===== config.mk =====
export PLATFORM = sky130hd
export DESIGN_NAME = u8t_rx
export DESIGN_NICKNAME = d
export VERILOG_FILES = /design/src/rtl/u8t_pkg.sv /design/src/rtl/u8t_rx.sv
export VERILOG_INCLUDE_DIRS = /design/src /design/src/rtl
export SDC_FILE = /design/constraint.sdc
export NUM_CORES = 2
export LEC_CHECK = 0
export BUFFER_PORTS_ARGS = -buffer_cell sky130_fd_sc_hd__buf_2
export CAP_MARGIN = 20
export CORE_MARGIN = 5
export CORE_UTILIZATION = 25
export DETAILED_ROUTE_END_ITERATION = 8
export GPL_TIMING_DRIVEN = 0
export PLACE_DENSITY_LB_ADDON = 0.25
export SYNTH_ARGS = -nofsm -noshare
export SYNTH_HDL_FRONTEND = slang
export SYNTH_SLANG_ARGS = --single-unit

===== constraint.sdc =====
create_clock -name clock -period 5 [get_ports clock]
set_input_delay 1 -clock clock [delete_from_list [all_inputs] [get_ports clock]]
set_output_delay 1 -clock clock [all_outputs]
set_load 0.02 [all_outputs]

===== src/rtl/uart_8n1_transceiver_assert.svh =====
// Assertion macros shared by the UART transceiver RTL.
`ifndef UART_8N1_TRANSCEIVER_ASSERT_SVH
`define UART_8N1_TRANSCEIVER_ASSERT_SVH
`ifndef SYNTH
// Property must hold in the same cycle.
`define U8T_ASSERT(label, clk, rst, prop) \
   label: assert property (@(posedge clk) disable iff (rst) (prop)) \
      else $error("u8t assertion failed");
// Consequent must hold in the cycle after the antecedent.
`define U8T_ASSERT_NEXT(label, clk, rst, pre, post) \
   label: assert property (@(posedge clk) disable iff (rst) (pre) |=> (post)) \
      else $error("u8t assertion failed");
`else
`define U8T_ASSERT(label, clk, rst, prop)
`define U8T_ASSERT_NEXT(label, clk, rst, pre, post)
`endif
`endif


===== src/rtl/u8t_pkg.sv =====
// Shared types and constants for the UART transceiver.
package u8t_pkg;

   localparam int unsigned FIFO_DEPTH_DEF = 256;
   localparam int unsigned TPB_W          = 16;
   localparam int unsigned RX_WAIT_W      = 17;
   localparam int unsigned RX_LEVEL_W     = 9;
   localparam int unsigned BIT_COUNT_W    = 4;

   localparam logic [TPB_W-1:0]       TPB_RESET   = 16'd5208;
   localparam logic [BIT_COUNT_W-1:0] DATA_BITS   = 4'd8;
   localparam logic [BIT_COUNT_W-1:0] STOP_COUNT  = 4'd9;
   localparam logic [BIT_COUNT_W-1:0] START_COUNT = 4'd0;

   // One input beat: one tick of the serial engines.
   typedef struct packed {
      logic       rx_line;
      logic       tx_write;
      logic [7:0] tx_byte;
      logic       rx_read;
   } item_type;

   typedef struct packed {
      logic                  rx_valid;
      logic [7:0]            rx_byte;
      logic [RX_LEVEL_W-1:0] rx_level;
      logic                  rx_dropped;
   } rx_status_type;

   typedef struct packed {
      logic tx_line;
      logic tx_accepted;
      logic tx_active;
   } tx_status_type;

endpackage


===== src/rtl/u8t_rx.sv =====
// Receive engine with its FIFO.
`include "uart_8n1_transceiver_assert.svh"
module u8t_rx
   import u8t_pkg::*;
#(
   parameter int unsigned FIFO_DEPTH = FIFO_DEPTH_DEF
) (
   input  logic             clock,
   input  logic             reset,
   input  logic             step,
   input  item_type         item,
   input  logic [TPB_W-1:0] ticks_per_bit,
   output rx_status_type    status
);

   localparam int unsigned PW = (FIFO_DEPTH > 1) ? $clog2(FIFO_DEPTH) : 1;
   localparam int unsigned FW = $clog2(FIFO_DEPTH + 1);
   localparam int unsigned LW = (FW > RX_LEVEL_W) ? FW : RX_LEVEL_W;
   localparam logic [FW-1:0] FULL    = FW'(FIFO_DEPTH);
   localparam logic [PW-1:0] LAST_PT = PW'(FIFO_DEPTH - 1);

   logic                   recv_ff,   recv_in;
   logic [BIT_COUNT_W-1:0] bitcnt_ff, bitcnt_in;
   logic [RX_WAIT_W-1:0]   wait_ff,   wait_in;
   logic [7:0]             shift_ff,  shift_in;
   logic                   prev_ff;
   logic [PW-1:0]          wr_ptr_ff, wr_ptr_in;
   logic [PW-1:0]          rd_ptr_ff, rd_ptr_in;
   logic [FW-1:0]          fill_ff,   fill_in;
   logic                   valid_ff, dropped_ff, bypass_ff;
   logic [7:0]             bypass_byte_ff, mem_rd_ff;
   logic [7:0]             rx_mem [FIFO_DEPTH];

   logic          store, push, pop, bypass, dropped, fall_seen;
   logic [FW-1:0] fill_mid;
   logic [LW-1:0] level_wide;

   // falling edge on an idle line
   assign fall_seen = !recv_ff && prev_ff && !item.rx_line;

   always_comb begin
      recv_in   = recv_ff;
      bitcnt_in = bitcnt_ff;
      wait_in   = wait_ff;
      shift_in  = shift_ff;
      store     = 1'b0;
      if (recv_ff) begin
         if (wait_ff > RX_WAIT_W'(1)) begin
            wait_in = wait_ff - RX_WAIT_W'(1);
         end else if (bitcnt_ff < DATA_BITS) begin
            shift_in[bitcnt_ff[2:0]] = item.rx_line;
            bitcnt_in = bitcnt_ff + BIT_COUNT_W'(1);
            wait_in   = RX_WAIT_W'(ticks_per_bit);
         end else begin
            // mid stop bit: frame done, level not checked
            store   = 1'b1;
            recv_in = 1'b0;
         end
      end else if (fall_seen) begin
         recv_in   = 1'b1;
         bitcnt_in = START_COUNT;
         shift_in  = 8'h00;
         // 1.5 bit times to the middle of data bit 0
         wait_in   = RX_WAIT_W'(ticks_per_bit) + RX_WAIT_W'(ticks_per_bit[TPB_W-1:1]);
      end
   end

   always_comb begin
      push      = store && (fill_ff != FULL);
      dropped   = store && (fill_ff == FULL);
      fill_mid  = fill_ff + FW'(push);
      pop       = item.rx_read && (fill_mid != '0);
      bypass    = pop && (fill_ff == '0);
      fill_in   = fill_mid - FW'(pop);
      wr_ptr_in = push ? ((wr_ptr_ff == LAST_PT) ? '0 : wr_ptr_ff + PW'(1)) : wr_ptr_ff;
      rd_ptr_in = pop  ? ((rd_ptr_ff == LAST_PT) ? '0 : rd_ptr_ff + PW'(1)) : rd_ptr_ff;
   end

   always_ff @(posedge clock) begin
      if (reset) begin
         recv_ff    <= 1'b0;
         bitcnt_ff  <= '0;
         wait_ff    <= '0;
         shift_ff   <= '0;
         prev_ff    <= 1'b1;
         wr_ptr_ff  <= '0;
         rd_ptr_ff  <= '0;
         fill_ff    <= '0;
         valid_ff   <= 1'b0;
         dropped_ff <= 1'b0;
         bypass_ff  <= 1'b0;
      end else if (step) begin
         recv_ff    <= recv_in;
         bitcnt_ff  <= bitcnt_in;
         wait_ff    <= wait_in;
         shift_ff   <= shift_in;
         prev_ff    <= item.rx_line;
         wr_ptr_ff  <= wr_ptr_in;
         rd_ptr_ff  <= rd_ptr_in;
         fill_ff    <= fill_in;
         valid_ff   <= pop;
         dropped_ff <= dropped;
         bypass_ff  <= bypass;
      end
   end

   // byte stored and popped in the same tick skips the array
   always_ff @(posedge clock) begin
      if (step) begin
         bypass_byte_ff <= shift_ff;
      end
   end

   always_ff @(posedge clock) begin
      if (step && push) begin
         rx_mem[wr_ptr_ff] <= shift_ff;
      end
   end

   always_ff @(posedge clock) begin
      if (step && pop) begin
         mem_rd_ff <= rx_mem[rd_ptr_ff];
      end
   end

   assign level_wide        = LW'(fill_ff);
   assign status.rx_valid   = valid_ff;
   assign status.rx_byte    = !valid_ff ? 8'h00 : (bypass_ff ? bypass_byte_ff : mem_rd_ff);
   assign status.rx_level   = level_wide[RX_LEVEL_W-1:0];
   assign status.rx_dropped = dropped_ff;

   `U8T_ASSERT_NEXT(a_drop_when_full, clock, reset, step && store && fill_ff == FULL, dropped_ff)
   `U8T_ASSERT(a_bypass_is_pop, clock, reset, !bypass_ff || valid_ff)
   `U8T_ASSERT_NEXT(a_start_fall, clock, reset, step && fall_seen, recv_ff && bitcnt_ff == START_COUNT)

endmodule


# Yosys cells after proc, flatten, opt, wreduce, memory -nomap -nowiden
# Memory sizes are Yosys's and may differ from the RTL's. A register that Yosys moved wholly into a read port is not among the register bits.
# Cells that the tools add are included.
[totals] input_bits=30 regBits=67 n_memories=1 ram_bits=2048 output_inout_bits=19
[classes] n_lt_le_gt_ge=4 muxes=28 eq_ne=7 add_sub_neg=7 reduce_logical=18
[mem_list] name="rx_mem" depth=256 word_bits=8 rd=1 rd_clocked_by_memory_dff=1 wr=1 line="u8t_rx.sv:32" rtl="logic [7:0] rx_mem [FIFO_DEPTH];"
[op_table] operator="17-bit two-way mux" n=4
[op_table] operator="8-bit two-way mux" n=8
[op_table] operator="16-bit by 15-bit adder with 17-bit output" n=1
[op_table] operator="17-bit by 1-bit greater-than comparator with 1-bit output (second input constant)" n=1
[op_table] operator="17-bit by 1-bit subtractor with 17-bit output (second input constant)" n=1
[op_table] operator="8-bit by 1-bit adder with 8-bit output (second input constant)" n=2
[op_table] operator="8-bit == test (second input constant)" n=2
[op_table] operator="4-bit two-way mux" n=4
[op_table] operator="1-bit two-way mux" n=10
[op_table] operator="9-bit by 1-bit adder with 9-bit output" n=1
[op_table] operator="9-bit == test (second input constant)" n=1
[op_table] operator="1-bit logical AND" n=9
[op_table] operator="9-bit zero test" n=1
[op_table] operator="9-bit inequality test (second input constant)" n=1
[op_table] operator="9-bit nonzero test" n=1
[op_table] operator="9-bit by 1-bit subtractor with 9-bit output" n=1
[op_table] operator="8-bit bitwise mux" n=1
[op_table] operator="4-bit by 1-bit adder with 4-bit output (second input constant)" n=1
[op_table] operator="3-bit by 4-bit < comparator with 1-bit output (second input constant)" n=1
[op_table] operator="4-bit < comparator (second input constant)" n=1
[op_table] operator="2-bit AND reduction" n=2
[op_table] operator="4-bit AND reduction" n=1
[op_table] operator="1-bit demux with 3-bit select" n=1
[op_table] operator="3-bit by 1-bit >= comparator with 1-bit output (second input constant)" n=1
[op_table] operator="6 further kinds" n=7

# Depth between registers and ports, before layout
[logic_depth] word_depth=9 depth_mapped=19

# Worst setup path after synthesis
# OpenSTA, ideal clock, no wires.
[synth_path] path_type="register to register" startpoint="register shift_ff[4]" endpoint="register shift_ff[4]" arrival_time_ns=4.242 path_stages_with_launch=4 path_slack_ns=0.676 path_cell_list="dfxtp_1 -> mux2_2 -> a22oi_1 -> nor2_1"
[synth_between] elab_chain_len=4
[synth_lines] item="start: declaration" line="u8t_rx.sv:25" rtl="logic [7:0] shift_ff, shift_in;"
[synth_lines] item="start signal: assignment" line="u8t_rx.sv:96" rtl="shift_ff <= shift_in;"
[synth_lines] item="8-bit bitwise mux" line="u8t_rx.sv:51" rtl="shift_in[bitcnt_ff[2:0]] = item.rx_line;"
[synth_lines] item="8-bit two-way mux" line="u8t_rx.sv:50" rtl="end else if (bitcnt_ff < DATA_BITS) begin"
[synth_lines] item="8-bit two-way mux" line="u8t_rx.sv:48" rtl="if (wait_ff > RX_WAIT_W'(1)) begin"
[synth_lines] item="8-bit two-way mux" line="u8t_rx.sv:47" rtl="if (recv_ff) begin"
# Every way passes these cells. The select of a mux whose other input is x is not followed.
# A chain may end at the register's enable or synchronous reset.

==> flow_summary_export.csv <==
group,metric,value,unit
global_routing,grt_overflow,0,
hold_path,hold_class,"primary input to flop",
placed_design,dp_hpwl,247,mm
setup_path,crit_fanout,17,
detailed_routing,drc,0,
outcome,status,"complete, but fails checks",
placed_design,place_area,92700,um^2
timing,relSlewSlack,0.130,
power_and_ir_drop,leakagePower,28.0,nW
floorplanning,io_pins,49,
setup_path,cp-end-kind,"flop",
detailed_routing,vias,50625,
floorplanning,dieArea,351000,um^2
floorplanning,fp.dieW,593,um
setup_path,cp.required,5590,ps
detailed_routing,drt_iter0_markers,8282,
synthesis,synthesis.nets,4566,
setup_path,arrival,5840,ps
synthesis,yosys_register_bits,2123,
global_routing,track_usage,0.200,
synthesis,yosysUniqueCellTypes,77,
final_layout,area_growth_syn_to_layout,18.3,%
timing,worstMarginPinSlew,1300,ps
setup_path,rrSetupSlack,-250,ps
detailed_routing,ant_nets,0,
timing,whs,376,ps
clock_tree,path_clk_slew,60,ps
timing,setup_viol,7,
clock_tree,htree_levels,4,
timing,maxClockFrequency,0.191,GHz
final_layout,fin_area,100000,um^2
placed_design,place.gp.congestion,0.921,
clock_tree,cts_root_buf,"clkbuf_16",
timing,finClkSkew,47.9,ps
power_and_ir_drop,power.density,391,nW/um^2
timing,finalMaxSlewViolations,0,
global_routing,antenna_found_initial,29,
final_layout,fin_cells,9603,
final_layout,layout.nets,4915,
setup_path,path_class,"flop to flop",
job,maxCapViolCount,0,
synthesis,synth_flop_cell,"edfxtp_1",
clock_tree,clock_path_buffers,3,
global_routing,grt_pass1_wl,468,mm
synthesis,seq_area_frac_synth,0.744,
synthesis,synth_edf_count,2064,
outcome,violations,"setup timing",
synthesis,netlist_area,84800,um^2
timing,hold_viol,0,
power_and_ir_drop,ir_drop,0.281,mV
floorplanning,core-area,339000,um^2
floorplanning,die_y,593,um
timing,setup_ws,-248,ps
clock_tree,clock-sinks,2123,
final_layout,drive_above_1_share,0.220,
setup_path,startpoint_type,"flop",
detailed_routing,via_per_inst,5.27,
detailed_routing,wirelength,360,mm
synthesis,ys_async_sr_fraction,0,
synthesis,yosysWarnings,0,
detailed_routing,drtPass1Iterations,9,
synthesis,syn_inst,4506,
clock_tree,numCtsBuffers,224,
global_routing,grt_pass1_vias,47683,
floorplanning,start_util,0.250,
global_routing,grt_max_degree,89,
placed_design,post-place-ws,-1670,ps
floorplanning,rows,214,
placed_design,place_inst,9171,
timing,period_minus_slack,5250,ps
synthesis,synth_area_per_cell,18.8,um^2
placed_design,port_buffers,39,
timing,fin_crit_sh,1.05,
clock_tree,cts_tree,"done",
detailed_routing,routedWlPerCell,37.5,um
clock_tree,clk_latency,930,ps
-- final cells by class --
cell class / instances / area [um^2]
tap: 4536 / 5680
clock buffer: 293 / 5960
buffer: 264 / 1710
fill: 33363 / 239000
sequential: 2123 / 63200
antenna: 14 / 35.0
clock inverter: 131 / 1410
inverter: 27 / 106
timing repair buffer: 134 / 2130
multi-input combinational: 2081 / 20200
-- state kept, by name, indices dropped and copies added, names as in the netlist, 4 cells and up --
| signal | count |
|---|---|
| mem_rd_ff | 8 |
| bypass_byte_ff | 8 |
| shift_ff | 8 |
| bitcnt_ff | 4 |
| rx_mem | 2048 |
| rd_ptr_ff | 8 |
| wr_ptr_ff | 8 |
| wait_ff | 17 |
| fill_ff | 9 |
-- cell families (layout without fill, tap and decap cells) --
| group | after synthesis | in the layout | synth area share |
|---|---|---|---|
| other cells | 0 | 14 | 0 |
| flops | 2123 | 2123 | 0.744 |
| simple gates | 797 | 797 | 0.0418 |
| buf+inv | 302 | 849 | 0.0188 |
| mux | 691 | 691 | 0.143 |
| compound gates | 522 | 522 | 0.0433 |
| fa+ha+maj | 30 | 30 | 0.00451 |
| xor+xnor | 41 | 41 | 0.00423 |
-- synth_stat cells, types with 6 or more instances --
library cell,instances,area share
buf_2,49,0.0029
a21oi_1,93,0.0055
mux2i_1,257,0.030
mux2_2,20,0.0027
o211ai_1,21,0.0019
buf_6,33,0.0044
nand3b_1,7,0.00062
buf_1,20,0.00088
a221o_1,15,0.0018
a22oi_1,71,0.0063
and2_1,11,0.00081
o31ai_1,13,0.0012
nor3_1,46,0.0027
inv_1,23,0.0010
nand4_1,12,0.00088
a2111oi_0,6,0.00062
dfxtp_1,59,0.014
xnor2_1,26,0.0027
nor2_1,386,0.017
nand2_1,176,0.0078
o221ai_1,9,0.00093
mux4_2,414,0.11
a221oi_1,65,0.0067
nor2b_1,26,0.0019
or2_2,6,0.00044
and3_1,17,0.0013
a21o_1,9,0.00080
nor4_1,11,0.00081
o311ai_0,6,0.00062
clkbuf_1,139,0.0061
a311oi_1,12,0.0012
ha_1,29,0.0043
buf_4,32,0.0028
a31oi_1,27,0.0020
o21ai_0,74,0.0044
nand3_1,41,0.0024
nand2b_1,16,0.0012
o22ai_1,26,0.0019
or3_1,19,0.0014
a211oi_1,24,0.0021
edfxtp_1,2064,0.73
xor2_1,15,0.0015
-- placed cells by master, fill, tap and decap left out, drive strengths merged, types with 29 or more instances in the layout --
cell	instances
buf	258
ha	29
nor3	46
mux4	414
dfxtp	59
nand2	176
a22oi	71
clkbuf	432
nor2	387
a21oi	93
edfxtp	2064
mux2i	257
inv	30
clkinv	98
nand3	41
a221oi	67
o21ai	74
-- metrics by stage --
stage / power, mW / util / setup TNS (ps)
after floorplan: 21.1 / - / 0
after global placement: 22.6 / 0.268 / -8581460
after detailed placement: 22.6 / 0.274 / -17660
after CTS: 39.3 / 0.296 / -294
after global routing: 40.1 / 0.296 / -36.0
final: 39.2 / 0.296 / -872
-- what timing repair did --
action                                  in CTS  in global routing
endpoints found under the setup margin      12                 22
pin swaps                                    1                  4
cloned                                       0                  0
buffers inserted                             0                  2
gates resized for setup                     55                 36
hold buffers                                 0                  0
-- path summary, 6_finish.rpt --
kind / start / depth (start not counted) / endpoint
setup / recovery: rd_ptr_ff[3] / 10 / mem_rd_ff[7]
hold / removal: item[10] / 3 / prev_ff
setup reg to reg: rd_ptr_ff[3] / 10 / mem_rd_ff[7]
hold reg to reg: dropped_ff / 2 / dropped_ff
-- critical path, stage by stage, from the launching register on --
cell	delay, ps
dfxtp_1	670
clkbuf_1	580
buf_16	270
clkbuf_1	570
buf_16	230
clkbuf_2	660
nor3_1	140
o21ai_0	180
nand4_1	460
nor4_4	800
o31ai_2	280
-- per-layer routing --
layer  GRT usage  share of wire  up-vias  wire length [um]
li1            -              -    19148                 -
met1       0.269           0.39    27317            142000
met2       0.303           0.44     3390            160000
met3      0.0516           0.11      766             38100
met4      0.0921          0.056        4             20200
met5           0        0.00016        -                58
-- report_power, final --
group	total [mW]	switching, mW	internal, mW
Sequential	19.3	0.0486	19.2
Combinational	2.98	2.11	0.868
Clock	17.0	7.36	9.60
Note: power is estimated with default switching activity, not from simulation.
