--- config.mk ---
export PLATFORM = sky130hd
export DESIGN_NAME = u8t_tx
export DESIGN_NICKNAME = d
export VERILOG_FILES = /design/src/rtl/uart_8n1_transceiver_assert.svh /design/src/rtl/u8t_pkg.sv /design/src/rtl/u8t_tx.sv
export SDC_FILE = /design/constraint.sdc
export NUM_CORES = 2
export LEC_CHECK = 0
export BUFFER_PORTS_ARGS = -buffer_cell sky130_fd_sc_hd__buf_2
export CAP_MARGIN = 5
export CORE_MARGIN = 10
export CORE_UTILIZATION = 30
export DETAILED_ROUTE_END_ITERATION = 7
export HOLD_SLACK_MARGIN = 0.12
export PLACE_DENSITY_LB_ADDON = 0.05
export RECOVER_POWER = 50
export SLEW_MARGIN = 20
export SYNTH_ARGS = -nofsm -noshare
export SYNTH_HDL_FRONTEND = slang
export SYNTH_SLANG_ARGS = --single-unit
--- constraint.sdc ---
create_clock -name clock -period 6 [get_ports clock]
set_input_delay 0.6 -clock clock [delete_from_list [all_inputs] [get_ports clock]]
set_output_delay 0.6 -clock clock [all_outputs]
set_load 0.02 [all_outputs]
--- src/rtl/uart_8n1_transceiver_assert.svh ---
// Assertion macros shared by the UART transceiver RTL.
`ifndef UART_8N1_TRANSCEIVER_ASSERT_SVH
`define UART_8N1_TRANSCEIVER_ASSERT_SVH
`ifndef SYNTH
// Property must hold in the same cycle.
`define U8T_ASSERT(label, clk, rst, prop) \
   label: assert property (@(posedge clk) disable iff (rst) (prop)) \
      else $error("u8t assertion failed");
// Consequent must hold in the cycle after the antecedent.
`define U8T_ASSERT_NEXT(label, clk, rst, pre, post) \
   label: assert property (@(posedge clk) disable iff (rst) (pre) |=> (post)) \
      else $error("u8t assertion failed");
`else
`define U8T_ASSERT(label, clk, rst, prop)
`define U8T_ASSERT_NEXT(label, clk, rst, pre, post)
`endif
`endif

--- src/rtl/u8t_pkg.sv ---
// Shared types and constants for the UART transceiver.
package u8t_pkg;

   localparam int unsigned FIFO_DEPTH_DEF = 256;
   localparam int unsigned TPB_W          = 16;
   localparam int unsigned RX_WAIT_W      = 17;
   localparam int unsigned RX_LEVEL_W     = 9;
   localparam int unsigned BIT_COUNT_W    = 4;

   localparam logic [TPB_W-1:0]       TPB_RESET   = 16'd5208;
   localparam logic [BIT_COUNT_W-1:0] DATA_BITS   = 4'd8;
   localparam logic [BIT_COUNT_W-1:0] STOP_COUNT  = 4'd9;
   localparam logic [BIT_COUNT_W-1:0] START_COUNT = 4'd0;

   // One input beat: one tick of the serial engines.
   typedef struct packed {
      logic       rx_line;
      logic       tx_write;
      logic [7:0] tx_byte;
      logic       rx_read;
   } item_type;

   typedef struct packed {
      logic                  rx_valid;
      logic [7:0]            rx_byte;
      logic [RX_LEVEL_W-1:0] rx_level;
      logic                  rx_dropped;
   } rx_status_type;

   typedef struct packed {
      logic tx_line;
      logic tx_accepted;
      logic tx_active;
   } tx_status_type;

endpackage

--- src/rtl/u8t_tx.sv ---
// Transmit engine with its FIFO.
module u8t_tx
   import u8t_pkg::*;
#(
   parameter int unsigned FIFO_DEPTH = FIFO_DEPTH_DEF
) (
   input  logic             clock,
   input  logic             reset,
   input  logic             step,
   input  item_type         item,
   input  logic [TPB_W-1:0] ticks_per_bit,
   output tx_status_type    status
);

   localparam int unsigned PW = (FIFO_DEPTH > 1) ? $clog2(FIFO_DEPTH) : 1;
   localparam int unsigned FW = $clog2(FIFO_DEPTH + 1);
   localparam logic [FW-1:0] FULL    = FW'(FIFO_DEPTH);
   localparam logic [PW-1:0] LAST_PT = PW'(FIFO_DEPTH - 1);

   logic                   sending_ff, sending_in;
   logic [BIT_COUNT_W-1:0] bitcnt_ff,  bitcnt_in;
   logic [TPB_W-1:0]       wait_ff,    wait_in;
   logic                   level_ff,   level_in;
   logic [PW-1:0]          wr_ptr_ff,  wr_ptr_in;
   logic [PW-1:0]          rd_ptr_ff,  rd_ptr_in;
   logic [FW-1:0]          fill_ff,    fill_in;
   logic                   accepted_ff;
   logic [7:0]             data_ff;
   logic [7:0]             tx_mem [FIFO_DEPTH];

   logic          fire, push;
   logic [FW-1:0] fill_mid;
   logic [2:0]    data_idx;

   assign data_idx = 3'(bitcnt_ff - BIT_COUNT_W'(1));

   always_comb begin
      sending_in = sending_ff;
      bitcnt_in  = bitcnt_ff;
      wait_in    = wait_ff;
      level_in   = level_ff;
      rd_ptr_in  = rd_ptr_ff;
      fill_mid   = fill_ff;
      fire       = sending_ff && (wait_ff <= TPB_W'(1));
      if (sending_ff && !fire) begin
         wait_in = wait_ff - TPB_W'(1);
      end
      if (fire) begin
         if (bitcnt_ff == START_COUNT) begin
            level_in = 1'b0;
         end else if (bitcnt_ff <= DATA_BITS) begin
            level_in = data_ff[data_idx];
         end else begin
            level_in = 1'b1;
         end
         bitcnt_in = bitcnt_ff + BIT_COUNT_W'(1);
         wait_in   = ticks_per_bit;
         if (bitcnt_ff >= STOP_COUNT) begin
            // stop bit out: retire the byte
            rd_ptr_in = (rd_ptr_ff == LAST_PT) ? '0 : rd_ptr_ff + PW'(1);
            if (fill_ff != '0) begin
               fill_mid = fill_ff - FW'(1);
            end
            bitcnt_in = START_COUNT;
            if (fill_mid == '0) begin
               sending_in = 1'b0;
            end
         end
      end
      push      = item.tx_write && (fill_mid != FULL);
      fill_in   = fill_mid + FW'(push);
      wr_ptr_in = push ? ((wr_ptr_ff == LAST_PT) ? '0 : wr_ptr_ff + PW'(1)) : wr_ptr_ff;
      if (!sending_in && fill_in != '0) begin
         sending_in = 1'b1;
         bitcnt_in  = START_COUNT;
         wait_in    = ticks_per_bit;
      end
   end

   always_ff @(posedge clock) begin
      if (reset) begin
         sending_ff  <= 1'b0;
         bitcnt_ff   <= '0;
         wait_ff     <= '0;
         level_ff    <= 1'b1;
         wr_ptr_ff   <= '0;
         rd_ptr_ff   <= '0;
         fill_ff     <= '0;
         accepted_ff <= 1'b0;
      end else if (step) begin
         sending_ff  <= sending_in;
         bitcnt_ff   <= bitcnt_in;
         wait_ff     <= wait_in;
         level_ff    <= level_in;
         wr_ptr_ff   <= wr_ptr_in;
         rd_ptr_ff   <= rd_ptr_in;
         fill_ff     <= fill_in;
         accepted_ff <= push;
      end
   end

   always_ff @(posedge clock) begin
      if (step && push) begin
         tx_mem[wr_ptr_ff] <= item.tx_byte;
      end
   end

   // head byte, read every cycle; settled well before its first data bit
   always_ff @(posedge clock) begin
      data_ff <= tx_mem[rd_ptr_ff];
   end

   assign status.tx_line     = level_ff;
   assign status.tx_accepted = accepted_ff;
   assign status.tx_active   = sending_ff;

endmodule

Yosys cells after proc, flatten, opt, wreduce, memory -nomap -nowiden
Memory sizes are Yosys's and may differ from the RTL's. A register that Yosys moved wholly into a read port is not among the register bits.
Index checks and enable logic that the tools add are counted.

word-level totals
  ROM bits = 0
  output and inout bits = 3
  bits in latches = 0
  flip-flop bits (word level) = 48
  logic and storage cells = 64
  bits in writable memories = 2048
  memories = 1
  input port bits = 30

cells by class
  $lt $le $gt $ge = 4
  reduce and logical (&&, ||, !) cells = 18
  $mul = 0
  divide/modulo/power cells = 0
  eq/ne operators = 3
  add/sub/neg operators = 7
  shifts and indexed selects = 0
  multiplexer cells = 23
  bitwise gates (word level) = 0

memory list
  memory  depth  width  read ports  clocked after memory_dff  wr ports  line          text
  tx_mem  256    8      1           1                         1         u8t_tx.sv:29  logic [7:0] tx_mem [FIFO_DEPTH];

operator list
  cell                                                         number
  two-way mux 16 bit                                           3
  two-way mux 9 bit                                            5
  nonzero test 9 bit                                           2
  adder 8 x 1 -> 8 bit (second input constant)                 2
  equality test 8 bit (second input constant)                  2
  <= comparator 16 x 1 -> 1 bit (second input constant)        1
  two-way mux 8 bit                                            2
  subtractor 16 x 1 -> 16 bit (second input constant)          1
  two-way mux 4 bit                                            3
  adder 9 x 1 -> 9 bit                                         1
  zero test 9 bit                                              1
  two-way mux 1 bit                                            9
  inequality test 9 bit (second input constant)                1
  subtractor 9 x 1 -> 9 bit (second input constant)            1
  AND reduction 2 bit                                          4
  logical AND 1 bit                                            5
  adder 4 x 1 -> 4 bit (second input constant)                 1
  >= comparator 4 bit (second input constant)                  1
  <= comparator 4 bit (second input constant)                  1
  zero test 4 bit                                              1
  less-than comparator 3 x 4 -> 1 bit (second input constant)  1
  binary-select mux 1 bit (select 3 bit)                       1
  AND reduction 3 bit                                          1
  nonzero test 3 bit                                           1
  3 further kinds                                              4

Longest topological paths before layout
  word-level depth = 13
  depth in mapped cells = 21
  gate-level depth less buffers = 17

Worst setup path after synthesis
Ideal clock, no wire load.

  kind = register -> register
  from = register fill_ff[1]
  to = register wait_ff[11]
  data required time = 5.865 ns
  buffers on the path = 4
  period minus slack after synthesis = 4.629 ns
  stages on the path, launching flop included = 22
  arrival time = 4.494 ns
  setup slack = 1.371 ns
  setup time = 0.135 ns
  cells stage by stage = dfxtp_1 clkbuf_1 inv_1 ha_1 or3b_1 clkbuf_1 or3_1 a311oi_1 a31oi_1 nor4_1 a31oi_1 ha_1 ha_1 o21ai_1 xor2_1 or3_1 a2111oi_4 o21a_1 buf_6 buf_6 mux2i_1 a211oi_2

on the way
  longest elaborated chain between the ends = 13
  elaborated cells between the ends (all ways) = 20
  those cells by class = add/sub (2); eq/ne (1); mux (9); reduce/logical (8)

RTL lines
  what                                                             line                        text
  from (decl)                                                      u8t_tx.sv:26                logic [FW-1:0] fill_ff, fill_in;
  from (signal assigned)                                           u8t_tx.sv:97                fill_ff <= fill_in;
  subtractor 9 x 1 -> 9 bit or nonzero test 9 bit (tied branches)  u8t_tx.sv:62, u8t_tx.sv:61
  two-way mux 9 bit                                                u8t_tx.sv:61                if (fill_ff != '0) begin
  two-way mux 9 bit                                                u8t_tx.sv:58                if (bitcnt_ff >= STOP_COUNT) begin
  two-way mux 9 bit                                                u8t_tx.sv:48                if (fire) begin
  two-way mux 9 bit                                                u8t_tx.sv:58
  two-way mux 9 bit (*)                                            u8t_tx.sv:48
  inequality test 9 bit (*)                                        u8t_tx.sv:70                push = item.tx_write && (fill_mid != FULL);
  logical AND 1 bit (*)                                            u8t_tx.sv:70
  named net push                                                   u8t_tx.sv:31                logic fire, push;
  adder 9 x 1 -> 9 bit (*)                                         u8t_tx.sv:71                fill_in = fill_mid + FW'(push);
  nonzero test 9 bit (*)                                           u8t_tx.sv:73                if (!sending_in && fill_in != '0) begin
  logical AND 1 bit (*)                                            u8t_tx.sv:73
  nonzero test 3 bit (no line)                                     --
  AND reduction 2 bit (no line)                                    --
  to (signal assigned)                                             u8t_tx.sv:93                wait_ff <= wait_in;
  to (decl)                                                        u8t_tx.sv:22                logic [TPB_W-1:0] wait_ff, wait_in;

Mark *: on every way through the listed nets, which the timed path passes. The rest lies on a longest branch. The select of a mux whose other input is x is not followed.
A chain may end at the register's enable or synchronous reset.

Worst setup path in the final report
  from = register fill_ff[0]
  to = register wait_ff[11]

Same word-level chain as after synthesis.

==> results.toml <==
[global_routing]
overflow = 0
grt_pass1_wl_um = 333000
grt_usage = 0.158
grt_start_max_net_pins = 161
antenna_found_initial = 23
grt_pass1_vias = 40400

[setup_path]
end_kind = "register"
cpLargestDelayFamily = "simple AND/OR/NAND/NOR gates"
path_max_fanout = 30
critPathLaunchType = "register"
slowest_stage = "a2111oi_4"
max_stage_delay_ps = 510
critPathRequiredTime_ps = 6740
cp_common_cell = "ha_1"
r2r_start = "fill_ff[0]"
cp_num_buf_inv = 2
crit_type = "register to register"
crit_start = "fill_ff[0]"
worst_ep_arrival_time_ps = 6360
critical_path.cell_chain = "inv_1 -> ha_1 -> or3b_1 -> or3_1 -> a311oi_1 -> a31oi_1 -> nor4_1 -> a31oi_1 -> ha_1 -> ha_1 -> o21ai_1 -> xor2_1 -> or3_1 -> a2111oi_4 -> o21a_1 -> buf_4 -> mux2i_1 -> a211oi_2"

[yosys]
syn_area_um2 = 82300
yosys.area.top_type_share = 0.747
synth_top_area_cell = "edfxtp_1"
seq_area_frac_synth = 0.760
ys_ff_latch = 2104
yosys_warnings = 0
synth_edf_count = 2048
synth_area_leaders = "edfxtp_1 (75%), mux4_2 (19%), nor2_1 (1.4%)"
async_flop_share = 0
synthDistinctLibCells = 64
synth_top_flop_cell = "edfxtp_1"
netlist_instances = 3668
synth_fp_nets = 3712
synth.avg_cell_area_um2 = 22.4

[power]
p_leak_nw = 29.0
p_per_area_nw_per_um2 = 323
power_frac_comb = 0.020
switching_share = 0.207
seq_power_share = 0.518
clkPwrFrac = 0.462
ir_worst_vdd_v = 0.000254
p_int_mw = 24.8
p_switching_mw = 6.46

[detailed_routing]
drtIter0Drc = 2860
drc = 0
wl_per_cell_um = 30.2
first_pass_iters = 5
vias_per_cell = 4.90
routed_wl_um = 237000
vias = 38400
ant_nets = 0

[floorplanning]
die_w_um = 544
start_util = 0.301
rows = 192
fp.dieArea_um2 = 296000
core_um2 = 273000
die_height_um = 544
io_pins = 33

[sta]
setup_viol = 0
fin_crit_sh = 0.937
finClkSkew_ps = 41.8
worst_pin_slew_ps = 6220
final_max_slew_viol_count = 1033
fmax_mhz = 178
tns_ps = 0
finalHoldViolations = 0
rsz0062_at_grt = "no"
period_needed_ps = 5620
slew_headroom = -3.15

[layout]
nNetsFinal = 4100
fin_util = 0.354
drive_gt1_frac = 0.328
fillers = 25300
syn2layout_area_growth_pct = 17.4

[clocking]
cts_resized = 0
htree_levels = 4
insertion_delay_ps = 880
numCtsBuffers = 242
cts.sinks = 2104
cts_hold_buf = 16
postCtsSetupBuffers = 0
cts-root-buf = "clkbuf_16"
clkTransAtPathRegs_ps = 60
cts_tree = "done"
clk_path_buf_depth = 4

[hold_path]
hp-class = "input port to register"
holdCritStartpoint = "step"

[run]
maxCapViolations = 12

[status]
violations = "capacitance limit, slew limit"
status = "finished, violations left"

[place]
gp_congestion = 0.717
io_buffers = 30
hpwlAfterDp_um = 142000
-- synthesized netlist by cell type (8+ instances only) --
library cell  instances
inv_1                34
edfxtp_1           2048
buf_1                58
or3_1                 9
a21oi_1              26
nor3_1               14
clkbuf_1            146
dfxtp_1              56
mux2i_1              22
mux4_2              681
xnor2_1              16
o21ai_0              10
xor2_1               11
nand2_1              58
o32ai_1               9
o31ai_1               8
nand3_1              22
nor2_1              317
ha_1                 14
-- kinds of logic (layout without fill, tap and decap cells) --
kind of cell    after synthesis  in the layout  share of synthesized area
compound gates               95             95                    0.00828
xor+xnor                     27             27                    0.00287
fa+ha+maj                    15             15                    0.00225
buf+inv                     252            832                     0.0120
flops                      2104           2104                      0.760
mux                         705            705                      0.189
other cells                   0              5                          0
simple gates                470            470                     0.0248
-- power by group through the flow --
stage	registers (mW)	logic [mW]	clock network [mW]
after floorplan	16.5	0.245	0
after global placement	16.5	0.648	0
after detailed placement	16.5	0.651	0
after CTS	16.2	0.660	14.9
after global routing	16.2	0.697	15.5
final	16.2	0.624	14.4
-- per-stage QoR --
stage / power (mW) / hold slack, ps / area (um2) / setup slack (ps) / instances
floorplan: 16.7 / 441 / 82300 / 1370 / 3668
global placement: 17.1 / 491 / 88900 / 479 / 7385
detailed placement: 17.1 / 489 / 88900 / 383 / 7385
CTS: 31.7 / 126 / 96800 / 394 / 7837
global route: 32.4 / 166 / 96700 / 29.7 / 7839
finish: 31.2 / 164 / 96700 / 381 / 7842
-- sequential cells by signal, summed over array words and instances (netlist names) --
| register | count |
|---|---|
| tx_mem | 2048 |
| rd_ptr_ff | 8 |
| wait_ff | 16 |
| data_ff | 8 |
| accepted_ff | 1 |
| level_ff | 1 |
| bitcnt_ff | 4 |
| sending_ff | 1 |
| wr_ptr_ff | 8 |
| fill_ff | 9 |
-- final timing paths --
check	end	slack, ps	cells past startpoint
worst min register to register	wait_ff[13]	500	2
worst max-delay path	wait_ff[11]	380	18
worst min-delay path	wait_ff[0]	160	3
worst max register to register	wait_ff[11]	380	18
-- per-layer routing --
metal  GRT usage  vias up  part of all wire
met4      0.0330        0             0.020
met1       0.225    21100              0.46
li1            -    16300                 -
met5           0        -                 0
met3      0.0201      272             0.037
met2       0.260      777              0.48
-- area by class of cell --
class | instances | area, um2 | area share
Clock buffer | 287 | 6270 | 0.0648
Tap cell | 3589 | 4490 | 0.0465
Antenna cell | 5 | 12.5 | 0.000129
Inverter | 34 | 128 | 0.00132
Multi-Input combinational cell | 1312 | 18800 | 0.194
Timing Repair Buffer | 362 | 2950 | 0.0305
Sequential cell | 2104 | 62600 | 0.648
Clock inverter | 149 | 1410 | 0.0146
-- worst register-to-register path: stages, from the launching register on --
cell,delay (ps)
dfxtp_1,360
inv_1,160
ha_1,210
or3b_1,500
or3_1,420
a311oi_1,280
a31oi_1,80
nor4_1,470
a31oi_1,180
ha_1,270
ha_1,260
o21ai_1,250
xor2_1,130
or3_1,370
a2111oi_4,510
o21a_1,250
buf_4,410
mux2i_1,280
a211oi_2,80
-- cells in the final DEF, fill, tap and decap left out, types with 6 or more instances in the layout --
cell type | netlist | layout
o32ai_1 | 9 | 9
ha_1 | 14 | 14
clkinvlp_4 | 0 | 11
nand3_1 | 22 | 21
clkinv_2 | 0 | 53
buf_4 | 4 | 279
xnor2_1 | 16 | 16
a211oi_1 | 6 | 6
o31ai_1 | 8 | 8
clkbuf_16 | 0 | 243
buf_12 | 0 | 23
mux2i_1 | 22 | 22
nor3_1 | 14 | 14
mux4_2 | 681 | 681
clkinv_1 | 0 | 49
or3_1 | 9 | 9
o21ai_0 | 10 | 10
nor4_1 | 7 | 7
o2bb2ai_1 | 6 | 6
dlygate4sd3_1 | 0 | 16
clkbuf_1 | 146 | 53
clkbuf_2 | 0 | 8
edfxtp_1 | 2048 | 2048
buf_2 | 7 | 19
nand4_1 | 7 | 7
a21oi_1 | 26 | 26
bufinv_16 | 0 | 25
xor2_1 | 11 | 11
nand2_1 | 58 | 42
nand2_2 | 0 | 16
nor2_1 | 317 | 317
dfxtp_1 | 56 | 50
inv_1 | 34 | 34
Power figures use the tool's default switching activity.
